--- src/design/fk_pkg.sv ---
// Shared constants, types and tables for the arm forward kinematics block.
`default_nettype none

package fk_pkg;

    localparam int ANGLE_BITS    = 16;
    localparam int FRAC_BITS     = 16;
    localparam int LEN_BITS      = 17;
    localparam int POS_BITS      = 21;
    localparam int CFG_IDX_BITS  = 3;
    localparam int CFG_DATA_BITS = 32;

    localparam logic [63:0] CORDIC_GAIN_Q32 = 64'h0000_0000_9B74_EDA8;

    typedef enum logic [CFG_IDX_BITS-1:0] {
        CFG_BASE_HEIGHT   = 3'd0,
        CFG_UPPER_ARM     = 3'd1,
        CFG_FOREARM       = 3'd2,
        CFG_SHOULDER_OFS  = 3'd3,
        CFG_WRIST_TWO_OFS = 3'd4,
        CFG_FLANGE_OFS    = 3'd5
    } t_cfg_idx;

    typedef struct packed {
        logic [LEN_BITS-1:0] base_height;
        logic [LEN_BITS-1:0] upper_arm_length;
        logic [LEN_BITS-1:0] forearm_length;
        logic [LEN_BITS-1:0] shoulder_offset;
        logic [LEN_BITS-1:0] wrist_two_offset;
        logic [LEN_BITS-1:0] flange_offset;
    } t_links;

    // arctangent of 2^-i, 2^32 per turn
    function automatic logic [31:0] atan_turns(input int idx);
        logic [31:0] v;
        case (idx)
            0:       v = 32'd536870912;
            1:       v = 32'd316933406;
            2:       v = 32'd167458907;
            3:       v = 32'd85004756;
            4:       v = 32'd42667331;
            5:       v = 32'd21354465;
            6:       v = 32'd10679838;
            7:       v = 32'd5340245;
            8:       v = 32'd2670163;
            9:       v = 32'd1335087;
            10:      v = 32'd667544;
            11:      v = 32'd333772;
            12:      v = 32'd166886;
            13:      v = 32'd83443;
            14:      v = 32'd41722;
            15:      v = 32'd20861;
            16:      v = 32'd10430;
            17:      v = 32'd5215;
            18:      v = 32'd2608;
            19:      v = 32'd1304;
            20:      v = 32'd652;
            21:      v = 32'd326;
            22:      v = 32'd163;
            23:      v = 32'd81;
            24:      v = 32'd41;
            25:      v = 32'd20;
            26:      v = 32'd10;
            27:      v = 32'd5;
            default: v = 32'd0;
        endcase
        return v;
    endfunction

endpackage

`default_nettype wire

--- src/design/fk_sincos.sv ---
// Pipelined CORDIC cosine and sine of one binary angle, one step per stage.
`default_nettype none

module fk_sincos #(
    parameter int ANGLE_BITS = fk_pkg::ANGLE_BITS,
    parameter int FRAC_BITS  = fk_pkg::FRAC_BITS
) (
    input  wire logic                          i_clk,
    input  wire logic        [ANGLE_BITS-1:0]  i_angle,
    output logic signed      [FRAC_BITS+1:0]   o_cos,
    output logic signed      [FRAC_BITS+1:0]   o_sin
);

    localparam int W     = FRAC_BITS + 4;
    localparam int XW    = FRAC_BITS + 6;
    localparam int STEPS = FRAC_BITS + 2;
    localparam logic [63:0] X_INIT =
        (fk_pkg::CORDIC_GAIN_Q32 + (64'd1 << (31 - W))) >> (32 - W);
    localparam logic signed [XW-1:0] ONE_P = XW'(1) <<< FRAC_BITS;
    localparam logic signed [XW-1:0] ONE_N = -ONE_P;

    logic signed [XW-1:0] r_x   [STEPS+1];
    logic signed [XW-1:0] r_y   [STEPS+1];
    logic        [31:0]   r_z   [STEPS+1];
    logic                 r_neg [STEPS+1];

    logic [31:0] n_z0;
    logic        n_neg0;

    assign n_z0   = {i_angle, (32 - ANGLE_BITS)'(0)};
    assign n_neg0 = n_z0[31] ^ n_z0[30];

    always_ff @(posedge i_clk) begin
        r_z[0]   <= n_neg0 ? (n_z0 ^ 32'h8000_0000) : n_z0;
        r_neg[0] <= n_neg0;
        r_x[0]   <= X_INIT[XW-1:0];
        r_y[0]   <= '0;
    end

    for (genvar i = 0; i < STEPS; i++) begin : g_step
        localparam logic [31:0] ATAN = fk_pkg::atan_turns(i);
        logic signed [XW-1:0] n_x;
        logic signed [XW-1:0] n_y;
        logic        [31:0]   n_z;

        assign n_x = r_z[i][31] ? (r_x[i] + (r_y[i] >>> i)) : (r_x[i] - (r_y[i] >>> i));
        assign n_y = r_z[i][31] ? (r_y[i] - (r_x[i] >>> i)) : (r_y[i] + (r_x[i] >>> i));
        assign n_z = r_z[i][31] ? (r_z[i] + ATAN) : (r_z[i] - ATAN);

        always_ff @(posedge i_clk) begin
            r_x[i+1]   <= n_x;
            r_y[i+1]   <= n_y;
            r_z[i+1]   <= n_z;
            r_neg[i+1] <= r_neg[i];
        end
    end

    logic signed [XW-1:0] n_xr;
    logic signed [XW-1:0] n_yr;
    logic signed [XW-1:0] n_xs;
    logic signed [XW-1:0] n_ys;
    logic signed [XW-1:0] n_xc;
    logic signed [XW-1:0] n_yc;

    always_comb begin
        n_xr = (r_x[STEPS] + XW'(8)) >>> 4;
        n_yr = (r_y[STEPS] + XW'(8)) >>> 4;
        n_xs = r_neg[STEPS] ? -n_xr : n_xr;
        n_ys = r_neg[STEPS] ? -n_yr : n_yr;
        n_xc = (n_xs > ONE_P) ? ONE_P : ((n_xs < ONE_N) ? ONE_N : n_xs);
        n_yc = (n_ys > ONE_P) ? ONE_P : ((n_ys < ONE_N) ? ONE_N : n_ys);
    end

    always_ff @(posedge i_clk) begin
        o_cos <= n_xc[FRAC_BITS+1:0];
        o_sin <= n_yc[FRAC_BITS+1:0];
    end

endmodule

`default_nettype wire

--- config.mk ---
export PLATFORM = sky130hd
export DESIGN_NAME = fk_sincos
export DESIGN_NICKNAME = d
export VERILOG_FILES = /design/src/design/fk_pkg.sv /design/src/design/fk_sincos.sv
export SDC_FILE = /design/constraint.sdc
export NUM_CORES = 2
export LEC_CHECK = 0
export ABC_CLOCK_PERIOD_IN_PS = 7200
export BUFFER_PORTS_ARGS = -buffer_cell sky130_fd_sc_hd__buf_2
export CAP_MARGIN = 20
export CELL_PAD_IN_SITES_DETAIL_PLACEMENT = 1
export CELL_PAD_IN_SITES_GLOBAL_PLACEMENT = 1
export CORE_MARGIN = 2
export CORE_UTILIZATION = 40
export CTS_CLUSTER_SIZE = 40
export DETAILED_ROUTE_END_ITERATION = 10
export PLACE_DENSITY_LB_ADDON = 0.1
export SLEW_MARGIN = 20
export SYNTH_ARGS = -nofsm -noshare
export SYNTH_HDL_FRONTEND = slang
export SYNTH_SLANG_ARGS = --single-unit
--- constraint.sdc ---
create_clock -name i_clk -period 7.2 [get_ports i_clk]
set_input_delay 1.08 -clock i_clk [delete_from_list [all_inputs] [get_ports i_clk]]
set_output_delay 1.08 -clock i_clk [all_outputs]
set_load 0.02 [all_outputs]
==> results_dict.tcl <==
set metrics [dict create \
    status "finished, final reports clean" \
    end_kind "flop" \
    num-nets-final 11400 \
    yosys_register_bits 1281 \
    finalClockSkew_ns 0.0306 \
    final_max_slew_viol_count 0 \
    final_common_cell "dfxtp_1" \
    port-buffer-count 52 \
    fp.dieArea_sq_um 221000 \
    worst_pin_slew_ns 1.15 \
    required_ns 7.86 \
    syn_area_per_cell_sq_um 8.67 \
    clock.fmax_mhz 216 \
    final.min_clock_period_ns 4.63 \
    cpPeakStageDelay_ns 0.55 \
    multi_input_area_sq_um 59100 \
    drive_gt1_share_pct 4.88 \
    ys.flop_type "dfxtp_1" \
    nFillCells 25400 \
    holdBufCountCts 0 \
    area_delta_synth_final_pct 10.2 \
    max-slew-margin-rel_pct 22.7 \
    via_per_inst 5.43 \
    syn_inst 10000 \
    die_x_microns 470 \
    insertion_delay_ns 0.81 \
    rsz0062_at_grt "false" \
    maxCapViolCount 0 \
    grt-ovfl-total 0 \
    grt_pass1_wl_mm 393 \
    clk_path_buf_depth 3 \
    grt.total_usage_pct 21.4 \
    setup_tns_ns 0 \
    met2WireLength_mm 123 \
    met3_length_mm 4.57 \
    htreeDepth 4 \
    row_count 171 \
    setup_viol 0 \
    worst-path-max-fanout 52 \
    routedWlPerCell_microns 18.3 \
    antenna_found_initial 2 \
    cts-root-buf "clkbuf_16" \
    clkTransAtPathRegs_ns 0.06 \
    drt-initial-drc-count 2648 \
    grt_max_degree 55 \
    worstPathCellList "buf_4, inv_1, ha_1, a21o_1, a21oi_1, o21bai_1, a21oi_1, o31ai_1, a221oi_1, o31ai_1, o41ai_1, o21ai_0, a31oi_1" \
    wl_met1_mm 106 \
    async_flop_share_pct 0 \
    drc 0 \
    synth_area_sq_um 86900 \
    ys_warn_count 0 \
    yosysUniqueCellTypes 91 \
    dp_hpwl_mm 195 \
    crit_arrival_ns 5.30 \
    routed_wl_mm 240 \
    cts_made_buffers 158 \
    start_kind "flop" \
    min_period_over_period_pct 64.3 \
    timing.final.ws_setup_ns 2.57 \
    synth_edf_count 0 \
    critPathKind "flop to flop" \
    gp_congestion 0.848 \
    start_util_pct 40.1 \
    crit_slowest_cell "inv_1" \
    layout_common_cells "dfxtp_1 (1,272), ha_1 (1,200), nor2_1 (970)" \
    path_buf_inv 2 \
    pre_cts_ws_ns 2.51 \
    top_layer "met4" \
    hp-class "flop to flop" \
    first_pass_iters 5 \
    tritoncts "done" \
    fp.dieH_microns 470 \
    route.vias.total 71200 \
    hold_viol 0 \
    seq_area_sq_um 25700 \
    critical-path-top-delay-family "compound AO/OA/AOI/OAI gates" \
    yosysSeqAreaShare_pct 29.5 \
    cts.repair.resized 0 \
    postCtsSetupRepairBufs 0 \
    cts.sinks 1281 \
    grt_pass1_vias 75000 \
    core_area_sq_um 217000 \
    io_pins 53 \
    drtAntennaViolNets 0 \
]
cell usage after synthesis, drive strengths merged (46+ instances only):
library cell	n	share of area [%]
a21oi	945	5.4
nand2	475	2.1
xnor2	915	9.2
nand3	250	1.4
nor3	362	2.1
nor2	970	4.2
nor2b	120	0.86
nor4	58	0.44
o21bai	121	1.0
xor2	434	4.4
or3	86	0.62
o21ai	447	2.6
nand4	61	0.44
and3	88	0.63
inv	444	1.9
clkbuf	107	0.46
a211oi	88	0.77
o2111ai	57	0.58
ha	1200	17
o21a	178	1.5
nand2b	122	0.88
and2	68	0.49
mux2i	50	0.58
fa	46	1.1
a21o	310	2.7
or2	46	0.33
a31oi	104	0.75
dfxtp	1281	30
cell type report:
type	count	area share, %
Tap cell	2854	3.73
Clock inverter	77	0.903
Clock buffer	212	4.63
Multi-Input combinational cell	8162	61.7
Timing Repair Buffer	83	0.535
Inverter	448	1.76
Sequential cell	1281	26.8
Antenna cell	2	0.00522
kinds of logic (layout without fill, tap and decap cells):
kind of cell / after synthesis / after routing / share of synthesized area (%)
AO/OA/AOI/OAI: 2662 / 2662 / 19.5
XOR/XNOR: 1349 / 1349 / 13.6
adder cells (fa/ha/maj): 1246 / 1246 / 18.3
buffers and inverters: 581 / 820 / 2.54
flip-flops: 1281 / 1281 / 29.5
multiplexers: 86 / 86 / 1.04
other: 2 / 5 / 0.00864
AND/OR/NAND/NOR: 2816 / 2816 / 15.5
state kept, by name (all words and copies together), names as in the netlist:
name	count
r_x	369
r_z	485
r_y	372
o_cos	18
r_neg	19
o_sin	18
per-stage QoR:
step	cells	utilization, %	hold slack (ns)	instance area (sq um)
after global placement	12800	41.8	0.310	90500
after CTS	13100	44.2	0.292	95800
final	13100	44.2	0.325	95800
after global routing	13100	44.2	0.312	95800
after detailed placement	12800	41.8	0.313	90500
after floorplan	10000	-	0.310	86900
final timing paths:
check | endpoint | slack [ns] | depth (start not counted) | startpoint
hold / removal | r_neg[11]$_DFF_P_ | 0.32 | 0 | r_neg[10]$_DFF_P_
setup / recovery | r_z[4][31]$_DFF_P_ | 2.57 | 13 | r_z[3][31]$_DFF_P_
setup reg to reg | r_z[4][31]$_DFF_P_ | 2.57 | 13 | r_z[3][31]$_DFF_P_
hold reg to reg | r_neg[11]$_DFF_P_ | 0.32 | 0 | r_neg[10]$_DFF_P_
per-layer routing:
layer	up-vias	GRT usage, %
met1	34200	25.2
met3	309	2.26
met4	0	5.93
met2	559	40.5
met5	-	0
li1	36200	-
Power is not shown: default switching activity piles up to over one toggle a cycle in this logic, so the estimate is an artifact.
